$ cat config.mk
export PLATFORM = sky130hd
export DESIGN_NAME = tht_front
export DESIGN_NICKNAME = d
export VERILOG_FILES = /design/src/hw/rtl/tht_pkg.sv /design/src/hw/rtl/tht_front.sv
export SDC_FILE = /design/constraint.sdc
export NUM_CORES = 1
export LEC_CHECK = 0
export BUFFER_PORTS_ARGS = -buffer_cell sky130_fd_sc_hd__buf_2
export CAP_MARGIN = 20
export CORE_MARGIN = 2
export CORE_UTILIZATION = 40
export DETAILED_ROUTE_END_ITERATION = 7
export PLACE_DENSITY = 0.65
export SYNTH_ARGS = -nofsm -noshare
export SYNTH_HDL_FRONTEND = slang
export SYNTH_SLANG_ARGS = --single-unit
$ cat constraint.sdc
create_clock -name clock -period 6.2 [get_ports clock]
set_input_delay 0.62 -clock clock [delete_from_list [all_inputs] [get_ports clock]]
set_output_delay 0.62 -clock clock [all_outputs]
set_load 0.005 [all_outputs]
$ cat src/hw/rtl/tht_pkg.sv
// ----------------------------------------------------------------------------
// tht_pkg: shared types and constants for the triangle hit test unit
// Opcode codes, field widths, CSR indices and window reset values.
// ----------------------------------------------------------------------------
package tht_pkg;

   localparam int MAX_TRIANGLES_DEF = 64;
   localparam int COORD_BITS_DEF    = 16;
   localparam int FIELD_W           = 16;
   localparam int PIX_W             = 12;
   localparam int WIN_W             = 13;
   localparam int CSR_IDX_W         = 1;

   localparam logic [CSR_IDX_W-1:0] CSR_WIN_WIDTH  = 1'b0;
   localparam logic [CSR_IDX_W-1:0] CSR_WIN_HEIGHT = 1'b1;

   localparam logic [WIN_W-1:0] WIN_WIDTH_RST  = 13'd1024;
   localparam logic [WIN_W-1:0] WIN_HEIGHT_RST = 13'd768;

   typedef enum logic [1:0] {
      OP_CLEAR  = 2'd0,
      OP_APPEND = 2'd1,
      OP_QUERY  = 2'd2,
      OP_NOP    = 2'd3
   } opcode_type;

endpackage

$ cat src/hw/rtl/tht_front.sv
// ----------------------------------------------------------------------------
// tht_front: command intake and pixel normalization
// Accepts items, computes the query point with two restoring dividers and
// pushes one command word into the queue.
// ----------------------------------------------------------------------------
module tht_front
   import tht_pkg::*;
#(
   parameter int COORD_BITS = COORD_BITS_DEF,
   parameter int PT_W       = COORD_BITS + 12
) (
   input  logic                   clock,
   input  logic                   reset,
   input  logic                   in_valid,
   output logic                   in_ready,
   input  logic [1:0]             in_opcode,
   input  logic [6*COORD_BITS-1:0] in_verts,
   input  logic [PIX_W-1:0]       in_mx,
   input  logic [PIX_W-1:0]       in_my,
   input  logic [WIN_W-1:0]       win_width,
   input  logic [WIN_W-1:0]       win_height,
   output logic                   out_valid,
   input  logic                   out_ready,
   output logic [1:0]             out_opcode,
   output logic [6*COORD_BITS-1:0] out_verts,
   output logic signed [PT_W-1:0] out_px,
   output logic signed [PT_W-1:0] out_py
);
   // dividend 2*m*one: PIX_W + COORD_BITS - 1 bits
   localparam int NUM_W = PIX_W + COORD_BITS - 1;
   localparam int CNT_W = $clog2(NUM_W + 1);
   localparam logic signed [PT_W-1:0] ONE = PT_W'(1) << (COORD_BITS - 2);

   typedef enum logic [1:0] {S_IDLE, S_DIV, S_OUT} state_type;

   state_type              state_ff, state_in;
   logic [CNT_W-1:0]       cnt_ff, cnt_in;
   logic [NUM_W-1:0]       qx_ff, qx_in, qy_ff, qy_in;
   logic [WIN_W:0]         rx_ff, rx_in, ry_ff, ry_in;
   logic [WIN_W-1:0]       dw_ff, dw_in, dh_ff, dh_in;
   logic [1:0]             op_ff, op_in;
   logic [6*COORD_BITS-1:0] vt_ff, vt_in;
   logic [WIN_W:0]         tx, ty;

   assign in_ready   = (state_ff == S_IDLE);
   assign out_valid  = (state_ff == S_OUT);
   assign out_opcode = op_ff;
   assign out_verts  = vt_ff;
   assign out_px = signed'(PT_W'(qx_ff)) - ONE;
   assign out_py = ONE - signed'(PT_W'(qy_ff));

   // one quotient bit per cycle for x and y
   always_comb begin
      state_in = state_ff;
      cnt_in = cnt_ff;
      qx_in = qx_ff; qy_in = qy_ff;
      rx_in = rx_ff; ry_in = ry_ff;
      dw_in = dw_ff; dh_in = dh_ff;
      op_in = op_ff; vt_in = vt_ff;
      tx = {rx_ff[WIN_W-1:0], qx_ff[NUM_W-1]};
      ty = {ry_ff[WIN_W-1:0], qy_ff[NUM_W-1]};
      unique case (state_ff)
         S_IDLE: begin
            if (in_valid) begin
               op_in = in_opcode;
               vt_in = in_verts;
               qx_in = NUM_W'(in_mx) << (COORD_BITS - 1);
               qy_in = NUM_W'(in_my) << (COORD_BITS - 1);
               rx_in = '0; ry_in = '0;
               dw_in = (win_width  == '0) ? WIN_W'(1) : win_width;
               dh_in = (win_height == '0) ? WIN_W'(1) : win_height;
               cnt_in = '0;
               state_in = (in_opcode == OP_QUERY) ? S_DIV : S_OUT;
            end
         end
         S_DIV: begin
            if (tx >= {1'b0, dw_ff}) begin
               rx_in = tx - {1'b0, dw_ff};
               qx_in = {qx_ff[NUM_W-2:0], 1'b1};
            end else begin
               rx_in = tx;
               qx_in = {qx_ff[NUM_W-2:0], 1'b0};
            end
            if (ty >= {1'b0, dh_ff}) begin
               ry_in = ty - {1'b0, dh_ff};
               qy_in = {qy_ff[NUM_W-2:0], 1'b1};
            end else begin
               ry_in = ty;
               qy_in = {qy_ff[NUM_W-2:0], 1'b0};
            end
            cnt_in = cnt_ff + CNT_W'(1);
            if (cnt_ff == CNT_W'(NUM_W - 1)) state_in = S_OUT;
         end
         S_OUT: begin
            if (out_ready) state_in = S_IDLE;
         end
         default: state_in = S_IDLE;
      endcase
   end

   always_ff @(posedge clock) begin
      if (reset) begin
         state_ff <= S_IDLE;
      end else begin
         state_ff <= state_in;
      end
      cnt_ff <= cnt_in;
      qx_ff <= qx_in; qy_ff <= qy_in;
      rx_ff <= rx_in; ry_ff <= ry_in;
      dw_ff <= dw_in; dh_ff <= dh_in;
      op_ff <= op_in; vt_ff <= vt_in;
   end
endmodule

# After elaboration in Yosys (flattened, before gate mapping)
# Index checks and enable logic that the tools add are counted.
[classes]
add_sub_neg = 5
n_lt_le_gt_ge = 2
n_eq_ne = 7
muxes = 18
reduce_logical = 7
[ops]
columns = ["cell", "count"]
rows = [
  ["27-bit one-hot mux with 2 select lines", 2],
  ["27-bit 2-to-1 mux", 2],
  ["13-bit one-hot mux with 2 select lines", 2],
  ["13-bit 2-to-1 mux", 3],
  ["14-bit by 13-bit greater-or-equal comparator with 1-bit output", 2],
  ["15-bit by 27-bit subtractor with 28-bit output (first input constant)", 1],
  ["27-bit by 15-bit subtractor with 28-bit output (second input constant)", 1],
  ["13-bit logical NOT", 2],
  ["13-bit subtractor", 2],
  ["5-bit one-hot mux with 2 select lines", 1],
  ["2-bit 2-to-1 mux", 4],
  ["2-bit one-hot mux with 3 select lines", 1],
  ["5-bit by 1-bit adder with 5-bit output (second input constant)", 1],
  ["5-bit equality test (second input constant)", 1],
  ["5-bit 2-to-1 mux", 1],
  ["2-bit equality test (second input constant)", 2],
  ["2-bit inequality test (second input constant)", 2],
  ["2-bit AND reduction", 2],
  ["3-bit AND reduction", 1],
  ["2-bit by 1-bit equality test with 1-bit output (second input constant)", 1],
  ["2-bit logical NOT", 1],
  ["1-bit 2-to-1 mux", 2],
  ["2-bit by 1-bit inequality test with 1-bit output (second input constant)", 1],
  ["2-bit nonzero test", 1],
]
[totals]
regBits = 211
in_bits = 152
wordCells = 49

# Depth between registers and ports, before layout
[depth]
ltp_word = 4
mapped_depth = 12
mapped_depth_nobuf = 10

# Worst setup path after synthesis
# OpenSTA, ideal clock, no wires.
[synth_path]
path_type = "in2reg"
from = "in in_valid"
to = "reg cnt_ff[0], enable pin"
t_arrival_ns = 4.214
setup_slack_ns = 1.456
cell_stages = 2
path_buffers = 0
path_cell_list = "nor2_1 > nor2_1"
[synth_between]
elab_chain_cells = 2
[synth_rtl]
columns = ["item", "line_no", "text"]
rows = [
  ["start: declaration", "tht_front.sv:14", "input logic in_valid,"],
  ["2-bit inequality test (no source line)", "--", ""],
  ["2-bit AND reduction (no source line)", "--", ""],
  ["end signal: assignment", "tht_front.sv:107", "cnt_ff <= cnt_in;"],
  ["end: declaration", "tht_front.sv:37", "logic [CNT_W-1:0] cnt_ff, cnt_in;"],
]
# Every way passes these cells.
# A chain may end at the register's enable or synchronous reset.

# Final worst setup path
[layout_path]
from = "reg qy_ff[9]"
to = "out out_py[20]"
[layout_between]
elab_chain_cells = 1
[layout_rtl]
columns = ["item", "line_no", "text"]
rows = [
  ["start: declaration", "tht_front.sv:38", "logic [NUM_W-1:0] qx_ff, qx_in, qy_ff, qy_in;"],
  ["start signal: assignment", "tht_front.sv:108", "qx_ff <= qx_in; qy_ff <= qy_in;"],
  ["15-bit by 27-bit subtractor with 28-bit output", "tht_front.sv:50", "assign out_py = ONE - signed'(PT_W'(qy_ff));"],
  ["end: declaration", "tht_front.sv:27", "output logic signed [PT_W-1:0] out_py"],
]
# Every way passes these cells.

==> out/metrics.cfg <==
[status]
outcome = complete, no violations

[timing]
holdWs_ps = 255.9
fin_setup_tns_ps = 0
rsz0062_at_grt = no
setup_viol = 0
period_share_pct = 56.27
worst_pin_slew_ps = 1058
fin_skew_ps = 25.86
timing.final.max_slew_violations = 0
min_period_ps = 3489
slew_headroom_pct = 29.48
fmax_mhz = 286.6
hold_violations = 0

[global_route]
grt_usage_pct = 17.76
grt_pass1_vias = 6635
grt_max_degree = 82
antenna_found_initial = 2
grt_first_pass_wirelength_um = 35820
grt-ovfl-total = 0

[logic_synthesis]
synth-simple-area-share_pct = 13.22
synth_area_sq_um = 9600
ys_seq_area_share_pct = 65.79
syn_nets = 944
synth-xor-area-share_pct = 4.744
synth_top_area_cell = edfxtp_1
synthArstFlopShare_pct = 0
synth_top_area_share_pct = 65.37
synth_area_leaders = edfxtp_1 (65%), ha_1 (3.9%), nand2_1 (3.9%)
synth_cell_type_count = 57
synthAdderAreaFrac_pct = 4.327
ys.flop_type = edfxtp_1
synth-warning-count = 0
synth_top_family_by_area = simple AND/OR/NAND/NOR gates
synth_edf_count = 209
yosysMostFrequentCell = edfxtp_1
postSynthAreaPerCell_sq_um = 12.63
ys_ff_latch = 211
synth_compound_area_share_pct = 6.542
synth_common_cells = edfxtp_1 (209), nand2_1 (100), nor2_1 (58), clkbuf_1 (38), inv_1 (38)
syn-instance-count = 760
synth_mux_area_share_pct = 1.043

[detailed_routing]
wl_per_cell_um = 16.61
vias_per_cell = 4.846
drt_pass1_iterations = 5
drc = 0
ant_nets = 0
dr_total_vias = 6678
wirelength_um = 22890
drtIter0Drc = 473

[critical_path]
slowest_delay_ps = 550
worstRegToRegCells = 11
cp.arrival_ps = 2870
path_class = flop to output pin
cp_max_fo = 5
cp.required_ps = 5580
worstSetupEndpointType = output pin
cpMaxStageDelayCell = or4_4
start_kind = flop
path_cells = or4_4 > or3_4 > o21a_1 > nand2b_4 > or3_1 > xor2_1 > buf_2

[clocking]
insertion_delay_ps = 530
ctsLongestPathBuffers = 3
cts_sinks = 211
cts_tree = done
post_cts_buffers = 0
clk_pin_slew_ps = 60
cts_inserted_buffers = 24
ctsHoldBuffers = 0
ctsResizeCount = 0
root_buffer = clkbuf_16
htreeDepth = 1

[floorplanning]
initial_utilization_pct = 40.78
dieArea_sq_um = 25260
core_sq_um = 23540
die_h_um = 158.9
chipWidth_um = 158.9
io_pins = 308
rows = 56

[layout]
drive_gt1_share_pct = 33.96
fillers = 2138
fin_nets = 1225
fin_cells = 1378
area_delta_synth_final_pct = 25.43

[placed_design]
portBuffers = 307
place_inst = 1334
gp_congestion = 0.8457
dp_hpwl_um = 16950

[power_and_ir_drop]
leakagePower_uw = 0.005015
p_per_area_nw_per_um2 = 300.6
vdd_drop_max_v = 0.0002506

[hold_path]
hold_path_depth = 1
hp-class = primary input to flop

[run]
cap_violations = 0

## sequential cells by signal (all words and copies together) (netlist names)
| signal | count |
|---|---|
| state_ff | 2 |
| cnt_ff | 5 |
| qx_ff | 27 |
| qy_ff | 27 |
| out_opcode | 2 |
| ry_ff | 13 |
| rx_ff | 13 |
| out_verts | 96 |
| dw_ff | 13 |
| dh_ff | 13 |
## placed cells by master, fill, tap and decap left out, types with 5 or more instances in the layout
cell type	count
nand3_1	9
ha_1	30
nor3_1	18
nand4_1	5
buf_2	307
a21oi_1	29
clkinv_1	7
xnor2_1	34
edfxtp_1	209
nor4_1	7
nand2_1	100
inv_1	38
nor2_1	57
clkbuf_16	24
xor2_1	18
o21a_1	7
and2_1	25
a211oi_1	8
or3_1	8
o21ai_0	18
nand2b_1	6
a21o_1	6
mux2i_1	10
## power breakdown
group | total (uW) | internal (uW) | leakage [uW] | switching, uW
clock network | 1270 | 711 | 0.000334 | 560
logic | 570 | 245 | 0.00263 | 325
registers | 1780 | 1720 | 0.00205 | 60.4
total | 3620 | 2680 | 0.00501 | 945
## logic make-up (layout without fill, tap and decap cells)
family,Yosys count,in the layout
compound gates,96,96
other cells,0,2
fa+ha+maj,32,32
xor+xnor,52,52
simple gates,264,264
flops,211,211
mux,10,10
buf+inv,95,392
## critical path: cells and delay by family (launching register included)
kind                   cells  cell delay [ps]
XOR/XNOR                   1              140
AO/OA/AOI/OAI              1              220
AND/OR/NAND/NOR            4             1410
flip-flops                 1              450
buffers and inverters      1              120
## worst paths after layout
path	startpoint	end	slack, ps
max	qy_ff[9]	out_py[20]	2710
min	in_verts[54]	out_verts[54]	260
max reg2reg	qy_ff[26]	ry_ff[1]	2890
min reg2reg	qx_ff[4]	qx_ff[5]	550
## cell type report
cell class	count	area, sq um	share of cell area [%]
diodes	2	5.005	0.04156
clock buffers	27	611.8	5.081
clock inverters	15	101.3	0.8416
inverters	38	142.6	1.185
multi-input cells	454	2888	23.98
flip-flops and latches	211	6316	52.45
well taps	319	399.1	3.315
repair buffers	312	1578	13.10
## metal layers
| layer | vias to the layer above | share of wire [%] | track usage, % |
|---|---|---|---|
| met2 | 281 | 47 | 29.50 |
| met3 | 44 | 8.9 | 5.799 |
| met4 | 0 | 3.8 | 6.942 |
| met1 | 3093 | 41 | 21.59 |
| li1 | 3260 | - | - |
| met5 | - | 0 | 0 |
## stage by stage
step	power, uW	cell area (sq um)	util [%]	setup slack [ps]
global route	3787	12040	51.13	2544
floorplan	2161	9600	-	1456
detailed placement	2380	11320	48.10	2900
CTS	3661	12040	51.13	2688
global placement	2369	11310	48.05	2989
finish	3620	12040	51.15	2711
Power figures use the tool's default switching activity.
