File: src/hw/rtl/tht_queue.sv
// ----------------------------------------------------------------------------
// tht_queue: two-entry command queue between front and back
// Decouples the intake from the table walk.
// ----------------------------------------------------------------------------
module tht_queue #(
   parameter int W = 8
) (
   input  logic         clock,
   input  logic         reset,
   input  logic         in_valid,
   output logic         in_ready,
   input  logic [W-1:0] in_data,
   output logic         out_valid,
   input  logic         out_ready,
   output logic [W-1:0] out_data
);
   logic [W-1:0] mem_ff [2];
   logic         wp_ff, rp_ff;
   logic [1:0]   cnt_ff;
   logic         push, pop;

   assign in_ready  = (cnt_ff != 2'd2);
   assign out_valid = (cnt_ff != 2'd0);
   assign out_data  = mem_ff[rp_ff];
   assign push = in_valid && in_ready;
   assign pop  = out_valid && out_ready;

   // pointers and fill count
   always_ff @(posedge clock) begin
      if (reset) begin
         wp_ff <= 1'b0; rp_ff <= 1'b0; cnt_ff <= 2'd0;
      end else begin
         if (push) wp_ff <= ~wp_ff;
         if (pop)  rp_ff <= ~rp_ff;
         cnt_ff <= cnt_ff + 2'(push) - 2'(pop);
      end
      if (push) mem_ff[wp_ff] <= in_data;
   end
endmodule

File: config.mk
export PLATFORM = sky130hd
export DESIGN_NAME = tht_queue
export DESIGN_NICKNAME = d
export VERILOG_FILES = /design/src/hw/rtl/tht_queue.sv
export SDC_FILE = /design/constraint.sdc
export NUM_CORES = 1
export LEC_CHECK = 0
export BUFFER_PORTS_ARGS = -buffer_cell sky130_fd_sc_hd__buf_2
export CAP_MARGIN = 20
export CORE_UTILIZATION = 44
export DETAILED_ROUTE_END_ITERATION = 8
export HOLD_SLACK_MARGIN = 0.06
export PLACE_DENSITY = 0.71
export SLEW_MARGIN = 5
export SYNTH_ARGS = -nofsm -noshare
export SYNTH_HDL_FRONTEND = slang
export SYNTH_SLANG_ARGS = --single-unit
File: constraint.sdc
create_clock -name clock -period 1.4 [get_ports clock]
set_input_delay 0.07 -clock clock [delete_from_list [all_inputs] [get_ports clock]]
set_output_delay 0.07 -clock clock [all_outputs]
set_load 0.03 [all_outputs]
* After elaboration in Yosys (flattened, before gate mapping)
Memory sizes are Yosys's and may differ from the RTL's. A register that Yosys moved wholly into a read port is not among the register bits.
Cells that the tools add are included.
** Word-level totals
- Register bits :: 4
- Bits in writable memories :: 16
- Bits of input ports :: 12
- Output and inout bits :: 10
- Logic and storage cells :: 16
- Memories kept :: 1
** Operators by class
- Add/sub/neg operators :: 2
- Equal/unequal tests :: 1
- Multiplexer cells :: 4
- Bitwise gates (word level) :: 2
- Reduce and logical (&&, ||, !) cells :: 3
** Memories
- mem_ff :: words 2, width 8, rd ports 1, clocked after memory_dff 1, write ports 1, RTL line 17 : logic [W-1:0] mem_ff [2];
** Operators by type and width (number)
- 2-to-1 mux 1 bit :: 4
- adder 2 x 1 -> 2 bit :: 1
- logical AND 1 bit :: 2
- != test 2 bit, second input constant :: 1
- inverter 1 bit :: 2
- nonzero test 2 bit :: 1
- subtractor 2 x 1 -> 2 bit :: 1

* Logic depth before layout (Yosys ltp)
Gate-level depths: netlist of run 1.
- Word-level depth :: 4
- Depth in mapped cells :: 8

* Least setup slack after synthesis of run 1
Ideal clock, no wire load.
- Path type :: register to register
- Start point :: register cnt_ff[0]
- End point :: register cnt_ff[1]
- Data arrival time :: 1465 ps
- Path slack :: -180 ps
- Stages on the path, launching flop included :: 9
- Path buffers :: 0
- Cells stage by stage :: dfxtp_1 nand2b_2 nand2_2 ha_1 inv_1 ha_1 xor2_1 xnor2_1 nor2_1
** Between the ends
- Longest elaborated chain between the ends :: 4
** Ends and longest elaborated chain
- start: declaration :: RTL line 19 : logic [1:0] cnt_ff;
- start signal: assignment :: RTL line 35 : cnt_ff <= cnt_ff + 2'(push) - 2'(pop);
- != test 2 bit :: RTL line 22 : assign in_ready = (cnt_ff != 2'd2);
- named net in_ready :: RTL line 11 : output logic in_ready,
- logical AND 1 bit :: RTL line 25 : assign push = in_valid && in_ready;
- adder 2 x 1 -> 2 bit :: RTL line 35
- subtractor 2 x 1 -> 2 bit :: RTL line 35
The timed path passes the listed nets, and every way through them passes these cells.
A chain may end at the register's enable or synchronous reset.

* Worst setup path in the final report of run 1
- Start point :: register cnt_ff[1]
- End point :: register cnt_ff[1]
** RTL lines
- nonzero test 2 bit :: RTL line 23 : assign out_valid = (cnt_ff != 2'd0);
- logical AND 1 bit :: RTL line 26 : assign pop = out_valid && out_ready;
- named net pop :: RTL line 20 : logic push, pop;
- subtractor 2 x 1 -> 2 bit :: RTL line 35
The timed path passes the listed nets, and every way through them passes these cells.

==> results of run 1 <==
-- per-stage QoR --
stage | hold slack [ns] | setup slack, ns | cells
2_1_floorplan | 0.1342 | -0.07381 | 49
3_3_place_gp | 0.2586 | -0.03467 | 101
3_5_place_dp | 0.2620 | -0.08800 | 101
4_1_cts | 0.2434 | -0.08690 | 114
5_1_grt | 0.2360 | -0.1226 | 115
6_report | 0.2394 | -0.06965 | 115
-- final timing paths --
check / startpoint / to
worst max-delay path: cnt_ff[1]$_SDFF_PP0_ / cnt_ff[1]$_SDFF_PP0_
worst min-delay path: in_valid / cnt_ff[1]$_SDFF_PP0_
worst max register to register: cnt_ff[1]$_SDFF_PP0_ / cnt_ff[1]$_SDFF_PP0_
worst min register to register: rp_ff$_SDFFE_PP0P_ / rp_ff$_SDFFE_PP0P_
-- logic make-up after synthesis --
family | after synthesis
XOR/XNOR | 3
buffers and inverters | 2
AND/OR/NAND/NOR | 11
adder cells (fa/ha/maj) | 2
multiplexers | 9
flip-flops | 21
AO/OA/AOI/OAI | 1
-- worst max-delay path: cells and delay by family, from the launching register on --
kind	cells	cell delay (ns)
adder cells (fa/ha/maj)	2	0.40
XOR/XNOR	2	0.28
flip-flops	1	0.38
buffers and inverters	1	0.04
AND/OR/NAND/NOR	1	0.05
AO/OA/AOI/OAI	1	0.23
-- sequential cells by signal, summed over array words and instances, names as in the netlist, named ones only --
register	flops
wp_ff	1
rp_ff	1
cnt_ff	2
mem_ff	16
-- cell usage in the layout (no fill, tap or decap) --
cell,netlist,routed
nor2_1,5,5
mux2_1,8,8
buf_2,1,21
dfxtp_4,0,2
edfxtp_1,16,16
clkbuf_4,0,3
nand2b_4,0,1
inv_2,0,1
or2_1,1,1
dfxtp_1,5,2
buf_4,0,8
and3_1,1,1
nand2_4,0,1
o21a_4,0,1
mux2_4,1,1
dfxtp_2,0,1
dlygate4sd3_1,0,9
xnor2_1,2,2
ha_4,0,2
nor2b_1,2,2
clkbuf_1,0,1
xor2_2,0,1
-- power groups by stage --
stage | sequential (mW) | clock [mW] | combinational, mW
finish | 0.886 | 0.282 | 0.837
global route | 0.907 | 0.312 | 0.915
CTS | 0.877 | 0.284 | 0.820
detailed placement | 0.889 | 0 | 0.747
global placement | 0.881 | 0 | 0.732
floorplan | 0.852 | 0 | 0.534
-- layer usage --
metal | up-vias | track usage, % | part of all wire [%]
li1 | 256 | - | -
met1 | 234 | 16.75 | 42
met2 | 14 | 28.99 | 54
met3 | 2 | 3.600 | 3.2
met4 | 0 | 9.091 | 1.0
met5 | - | 0 | 0
-- cell type report --
type	instances	area, µm²	area share, %
Sequential cell	21	589.3	50.00
Multi-Input combinational cell	26	272.8	23.14
Timing Repair Buffer	38	255.2	21.66
Tap cell	25	31.28	2.654
Clock buffer	4	26.28	2.229
Inverter	1	3.754	0.3185
-- what timing repair did --
action,in CTS,in global routing
setup buffers,0,1
hold buffers,9,0
endpoints found under the setup margin,9,6
pin swaps,6,6
gates resized for setup,4,3
endpoints found under the hold margin,20,0
==> results.cfg, run 1 <==
[layout]
drive_above_1_share_pct = 47.78
area_delta_synth_final_pct = 44.92
filler_cell_count = 151
fin_area_um2 = 1179
utilization_pct = 68.26
layout.nets = 105
antennaDiodeCount = 0

[clock_network]
cts_tree = done
clk_path_buf_depth = 2
h-tree-depth = 1
numClockSinks = 21
clkLatencyLatePin_ns = 0.29
cts-root-buf = clkbuf_4
clk_pin_slew_ns = 0.11
cts_buffers = 3

[routing]
vias_per_cell = 4.400
num_vias = 506
dr.pass1.iters = 4
ant_nets = 0
routedWlPerCell_um = 12.11
route.detailed.drc = 0
first_iter_violations = 6
wl_um = 1393

[worst_setup_path]
cp_max_fo = 3
rrSetupSlack_ns = -0.07
critPathSlowestCell = dfxtp_4
timing.critical_path.arrival_ns = 1.67
cp.required_ns = 1.60
crit_type = reg2reg
cp-start-kind = flip-flop
endpoint_kind = flip-flop
reg2regPathDepth = 7
worstPathCellList = o21a_4, ha_4, inv_2, ha_4, xor2_2, xnor2_1, nor2_1
slowest_delay_ns = 0.38
crit_top_cell = ha_4

[synthesis]
async_flop_share_pct = 0
synth_top_area_share_pct = 59.08
synthMuxAreaShare_pct = 12.92
ys_top_cells_by_count = edfxtp_1 (16), mux2_1 (8), dfxtp_1 (5), nor2_1 (5)
synth_cells = 49
yosys-top-cells-area = edfxtp_1 (59%), dfxtp_1 (12%), mux2_1 (11%)
synth-edff-count = 16
synth-seq-cells = 21
synth-simple-area-share_pct = 7.231
synthAdderAreaFrac_pct = 3.077
synth_area_per_cell_um2 = 16.60
synth-xor-area-share_pct = 3.231
synth_cell_types = 16
seq_area_frac_synth_pct = 71.38
synth_top_family_by_area = multiplexers
yosysMostFrequentCell = edfxtp_1
yosys_warnings = 0
synth_compound_area_share_pct = 1.077
synth_top_area_cell = edfxtp_1
syn_nets = 63
synth_flop_cell = edfxtp_1
synth_area_um2 = 813.3

[sta]
max_freq_mhz = 680.4
fin_tns_setup_ns = -0.06965
hold_viol = 0
fin_crit_sh_pct = 105.0
setup_viol = 1
finClkSkew_ns = 0.003197
worst_slack_ns = -0.06965
max_slew_margin_pct = 88.01
worst_pin_slew_ns = 0.1786
fin_crit_ns = 1.470
maxSlewViolCount = 0
rsz0062_at_grt = true

[global_route]
grt_pass1_wl_um = 2201
grt_max_degree = 12
grt_pass1_vias = 532
antenna_found_initial = 0
grt_overflow = 0
grt_use_total_pct = 15.97

[floorplanning]
die_area_um2 = 2024
initial_utilization_pct = 47.10
die_w_um = 44.99
core.rowCount = 15
core_um2 = 1727
io_pins = 22
die_y_um = 44.99

[power_and_ir_drop]
power_frac_comb_pct = 41.7
seqPwrFrac_pct = 44.2
p_int_mw = 1.311
p_per_area_nw_per_um2 = 1701
p_leak_nw = 0.4762
sw_frac_of_total_pct = 34.62
peakVddDrop_mv = 1.302
p_clk_share_pct = 14.1
switchingPower_mw = 0.6942
finalPower_mw = 2.005

[placement]
hpwlAfterDp_um = 925.4
io_buffers = 21
place.gp.congestion = 0.6079
placed_area_um2 = 1025

[status]
outcome = finished, violations left
violations = negative setup slack

[min_path]
worstHoldPathType = in2reg
worstHoldPathCells = 5

[flow_run]
cap_viol_max_count = 0
Note: power is estimated with default switching activity, not from simulation.
==> inputs of run 2 (changes only) <==
- ABC_AREA: default -> 0
- CORE_ASPECT_RATIO: default -> 0.75
==> run 2 against run 1 <==
  * The run still ends with negative setup slack left
  * Clock-buffer cell count decreased by 1
  * Clock power decreased by 3%
  * Critical path depth unchanged
  * Largest cell class unchanged
==> results.cfg, run 2 (synthesis gave the netlist of run 1 again) <==
[routing]
route.detailed.drc = 0
num_vias = 514
vias_per_cell = 4.589
routedWlPerCell_um = 11.41
first_iter_violations = 5
ant_nets = 0
dr.pass1.iters = 3
wl_um = 1278

[layout]
top_regs = mem_ff (16), cnt_ff (2)
largest_reg_flops = 16
largest_register = mem_ff
final_common_cell = buf_2
area_delta_synth_final_pct = 46.15
antennaDiodeCount = 0
final_cell_mix = buf_2 (21), edfxtp_1 (16), dlygate4sd3_1 (9)
layout.nets = 105
drive_above_1_share_pct = 48.89

[clock_network]
cts-root-buf = clkbuf_4
cts_tree = done
clkLatencyLatePin_ns = 0.29
clk_path_buf_depth = 2
h-tree-depth = 1
clk_pin_slew_ns = 0.11
cts_buffers = 3
numClockSinks = 21

[global_route]
grt_pass1_wl_um = 1835
grt_overflow = 0
grt_use_total_pct = 13.54
grt_max_degree = 13
antenna_found_initial = 0
grt_pass1_vias = 461

[power_and_ir_drop]
p_per_area_nw_per_um2 = 1685
p_leak_nw = 0.4818
peakVddDrop_mv = 0.8690

[worst_setup_path]
crit_type = reg2reg
cp-start-kind = flip-flop
cp_max_fo = 3
timing.critical_path.arrival_ns = 1.66
endpoint_kind = flip-flop
rrSetupSlack_ns = -0.07
cp.required_ns = 1.59

[sta]
fin_hold_ws_ns = 0.2467
worst_pin_slew_ns = 0.1755
hold_viol = 0
finClkSkew_ns = 0.007948
maxSlewViolCount = 0
worst_slack_ns = -0.06840
fin_crit_sh_pct = 104.9
max_slew_margin_pct = 88.21
setup_viol = 1
fin_tns_setup_ns = -0.06840
rsz0062_at_grt = true
fin_crit_ns = 1.468
max_freq_mhz = 681.0

[floorplanning]
die_y_um = 39.23
die_area_um2 = 2026
core.rowCount = 13
die_w_um = 51.65
io_pins = 22
core_um2 = 1740
initial_utilization_pct = 46.73

[placement]
place.gp.congestion = 0.6735
place_ws_ns = -0.07838
io_buffers = 21
hpwlAfterDp_um = 912.1

[status]
outcome = finished, violations left
violations = negative setup slack

[flow_run]
cap_viol_max_count = 0

[min_path]
worstHoldPathType = in2reg
run 2: cell count changes in the layout (fill, tap and decap cells not counted), sizes merged:
cell,before,now
clkbuf,4,3
clkinv,0,1
run 2: metal layers:
metal | share of wire, % | GRT usage (%) | up-vias
met4 | 0 | 4.054 | 0
met5 | 0 | 0 | -
met3 | 4.0 | 7.059 | 0
met2 | 50 | 24.03 | 13
met1 | 45 | 14.11 | 243
li1 | - | - | 258
run 2: metrics by stage:
stage | area, µm² | power [mW] | std cells | utilization, %
floorplan | 840.8 | 1.386 | 49 | -
global placement | 1026 | 1.605 | 97 | 58.95
detailed placement | 1026 | 1.637 | 97 | 58.95
CTS | 1179 | 2.014 | 112 | 67.72
global route | 1189 | 2.121 | 112 | 68.30
finish | 1189 | 2.002 | 112 | 68.30
run 2: final cells by class:
type | count | area (µm²)
inverters | 1 | 3.754
clock buffers | 3 | 22.52
clock inverters | 1 | 5.005
well taps | 22 | 27.53
multi-input cells | 26 | 272.8
fillers | 125 | 551.8
flip-flops and latches | 21 | 589.3
repair buffers | 38 | 267.8
run 2: final timing paths:
check             cells past startpoint            startpoint                    to
setup reg to reg                      7  cnt_ff[1]$_SDFF_PP0_  cnt_ff[1]$_SDFF_PP0_
setup / recovery                      7  cnt_ff[1]$_SDFF_PP0_  cnt_ff[1]$_SDFF_PP0_
hold reg to reg                       2    rp_ff$_SDFFE_PP0P_    rp_ff$_SDFFE_PP0P_
hold / removal                        4              in_valid    wp_ff$_SDFFE_PP0N_
run 2: where the power goes:
group | switching (mW) | internal, mW
Sequential | 0.0824 | 0.809
Clock | 0.168 | 0.106
Combinational | 0.439 | 0.398
Total | 0.689 | 1.31
run 2: worst max-delay path, cell delays in order (launching register included):
cell     delay [ns]
dfxtp_2        0.36
o21a_4         0.23
ha_4           0.26
inv_2          0.04
ha_4           0.15
xor2_2         0.14
xnor2_1        0.15
nor2_1         0.05
run 2: timing repair:
action | in CTS | in global routing
setup buffers | 2 | 0
resized for setup | 5 | 2
gates cloned | 0 | 0
hold buffers | 9 | 0
endpoints found under the setup margin | 9 | 5
pin swaps | 5 | 4
hold endpoints to repair | 20 | 0
==> inputs of run 3 (changes only) <==
- SETUP_SLACK_MARGIN: default -> 0.15
==> run 3 against run 2 <==
  * The run still ends with negative setup slack left
  * Non-clock buffer count is 1 higher
  * Critical path type unchanged
  * Critical path depth stayed put
  * First-iteration DRC count is 140% higher
  * Largest power group is now combinational cells
  * Via count is 1.8% higher
  * Clock-buffer cell count is 1 higher
  * Wire length is 17% higher
  * Utilization is 6.7 points higher
  * Critical endpoint unchanged
  * Highest routed layer unchanged
  * Clock power is 2% lower
==> results.cfg, run 3 (synthesis gave the netlist of run 1 again) <==
[worst_setup_path]
cp_max_fo = 4
cp.required_ns = 1.59
setup.worst_path.start = cnt_ff[0]$_SDFF_PP0_
worstPathCellList = o21a_4, ha_4, inv_2, ha_4, xor2_2, xnor2_1, nor2_1
crit_top_cell = ha_4
cp-start-kind = flip-flop
endpoint_kind = flip-flop
r2r-start = cnt_ff[0]$_SDFF_PP0_
slowest_delay_ns = 0.37
crit_type = reg2reg
critPathSlowestCell = dfxtp_4
timing.critical_path.arrival_ns = 1.69

[layout]
drive_above_1_share_pct = 61.54
largest_register = mem_ff
antennaDiodeCount = 0
final_cell_mix = edfxtp_1 (16), buf_2 (13), buf_6 (10)
largest_reg_flops = 16
final_common_cell = edfxtp_1
top_regs = mem_ff (16), cnt_ff (2)
layout.cells.non_filler = 113
area_delta_synth_final_pct = 60.46
filler_cell_count = 105
layout.nets = 106

[floorplanning]
die_y_um = 39.23
io_pins = 22
core_um2 = 1740
die_area_um2 = 2026
die_w_um = 51.65
core.rowCount = 13
initial_utilization_pct = 46.73

[sta]
finClkSkew_ns = 0.0007051
rsz0062_at_grt = true
worst_slack_ns = -0.09776
max_slew_margin_pct = 84.63
hold_viol = 0
max_freq_mhz = 667.7
fin_crit_sh_pct = 107.0
maxSlewViolCount = 0
fin_tns_setup_ns = -0.09776
worst_pin_slew_ns = 0.2302
fin_hold_ws_ns = 0.008794
fin_crit_ns = 1.498
setup_viol = 1

[clock_network]
clk_pin_slew_ns = 0.10
h-tree-depth = 1
cts_buffers = 3
cts-root-buf = clkbuf_4
clkLatencyLatePin_ns = 0.29
cts_tree = done
numClockSinks = 21
clk_path_buf_depth = 2
ctsHoldBuffers = 8

[routing]
num_vias = 523
vias_per_cell = 4.628
first_iter_violations = 12
ant_nets = 0
dr.pass1.iters = 3
wl_um = 1490
route.detailed.drc = 0
routedWlPerCell_um = 13.19

[global_route]
antenna_found_initial = 0
grt_max_degree = 12
grt_use_total_pct = 16.30
grt_pass1_vias = 493
grt_overflow = 0
grt_pass1_wl_um = 2221

[status]
outcome = finished, violations left
violations = negative setup slack

[placement]
io_buffers = 21
dpl.cell_count = 97
place.gp.congestion = 0.6936

[min_path]
hp-start = reset
worstHoldPathType = in2reg

[power_and_ir_drop]
finalPower_mw = 2.297
peakVddDrop_mv = 1.134
p_leak_nw = 0.5383
p_per_area_nw_per_um2 = 1760

[flow_run]
cap_viol_max_count = 0
==> run 3: cell types whose count changed in the layout (fill, tap and decap cells not counted), sizes merged <==
cell / previous run / this run
buf: 29 / 31
clkbuf: 3 / 4
clkinv: 1 / 0
dlygate4sd3: 9 / 8
==> run 3: through the flow <==
stage / setup slack (ns) / utilization, % / instance area (µm²)
5_1_grt: -0.1473 / 74.98 / 1305
3_3_place_gp: -0.03501 / 58.95 / 1026
2_1_floorplan: -0.07134 / - / 840.8
6_report: -0.09776 / 74.98 / 1305
3_5_place_dp: -0.05856 / 58.95 / 1026
4_1_cts: -0.04822 / 72.39 / 1260
==> run 3: routing by layer <==
metal,wire length (µm),up-vias,global-route usage (%),share of wire (%)
met1,659,252,19.46,44
met5,0,-,0,0
met2,779,12,29.22,52
met3,52,0,5.882,3.5
li1,-,259,-,-
met4,0,0,2.027,0
==> run 3: power by group <==
part	switching, mW	total [mW]	internal [mW]
Combinational	0.482	1.10	0.620
Sequential	0.113	0.927	0.814
Clock	0.157	0.268	0.111
Total	0.752	2.30	1.55
==> run 3: critical path, delay by kind of cell, from the launching register on <==
family / cells / cell delay (ns)
compound gates: 1 / 0.23
xor+xnor: 2 / 0.31
fa+ha+maj: 2 / 0.40
buf+inv: 1 / 0.04
flops: 1 / 0.37
simple gates: 1 / 0.05
==> run 3: cell type report <==
class,count,area [µm²],area share (%)
tap,22,27.53,2.109
multi-input combinational,26,325.3,24.93
timing repair buffer,39,330.3,25.31
sequential,21,591.8,45.35
clock buffer,4,26.28,2.013
inverter,1,3.754,0.2876
==> run 3: worst paths after layout <==
path         slack, ns              endpoint  cells after the start
max               -0.1  cnt_ff[1]$_SDFF_PP0_                      7
min reg2reg       0.53             flip-flop                      2
min              0.009  cnt_ff[0]$_SDFF_PP0_                      2
max reg2reg       -0.1  cnt_ff[1]$_SDFF_PP0_                      7
==> run 3: repair_timing <==
item | 4_1_cts | 5_1_grt
gates resized for setup | 30 | 7
pin swaps | 3 | 3
endpoints found under the setup margin | 18 | 22
hold endpoints to repair | 20 | 4
setup buffers | 3 | 1
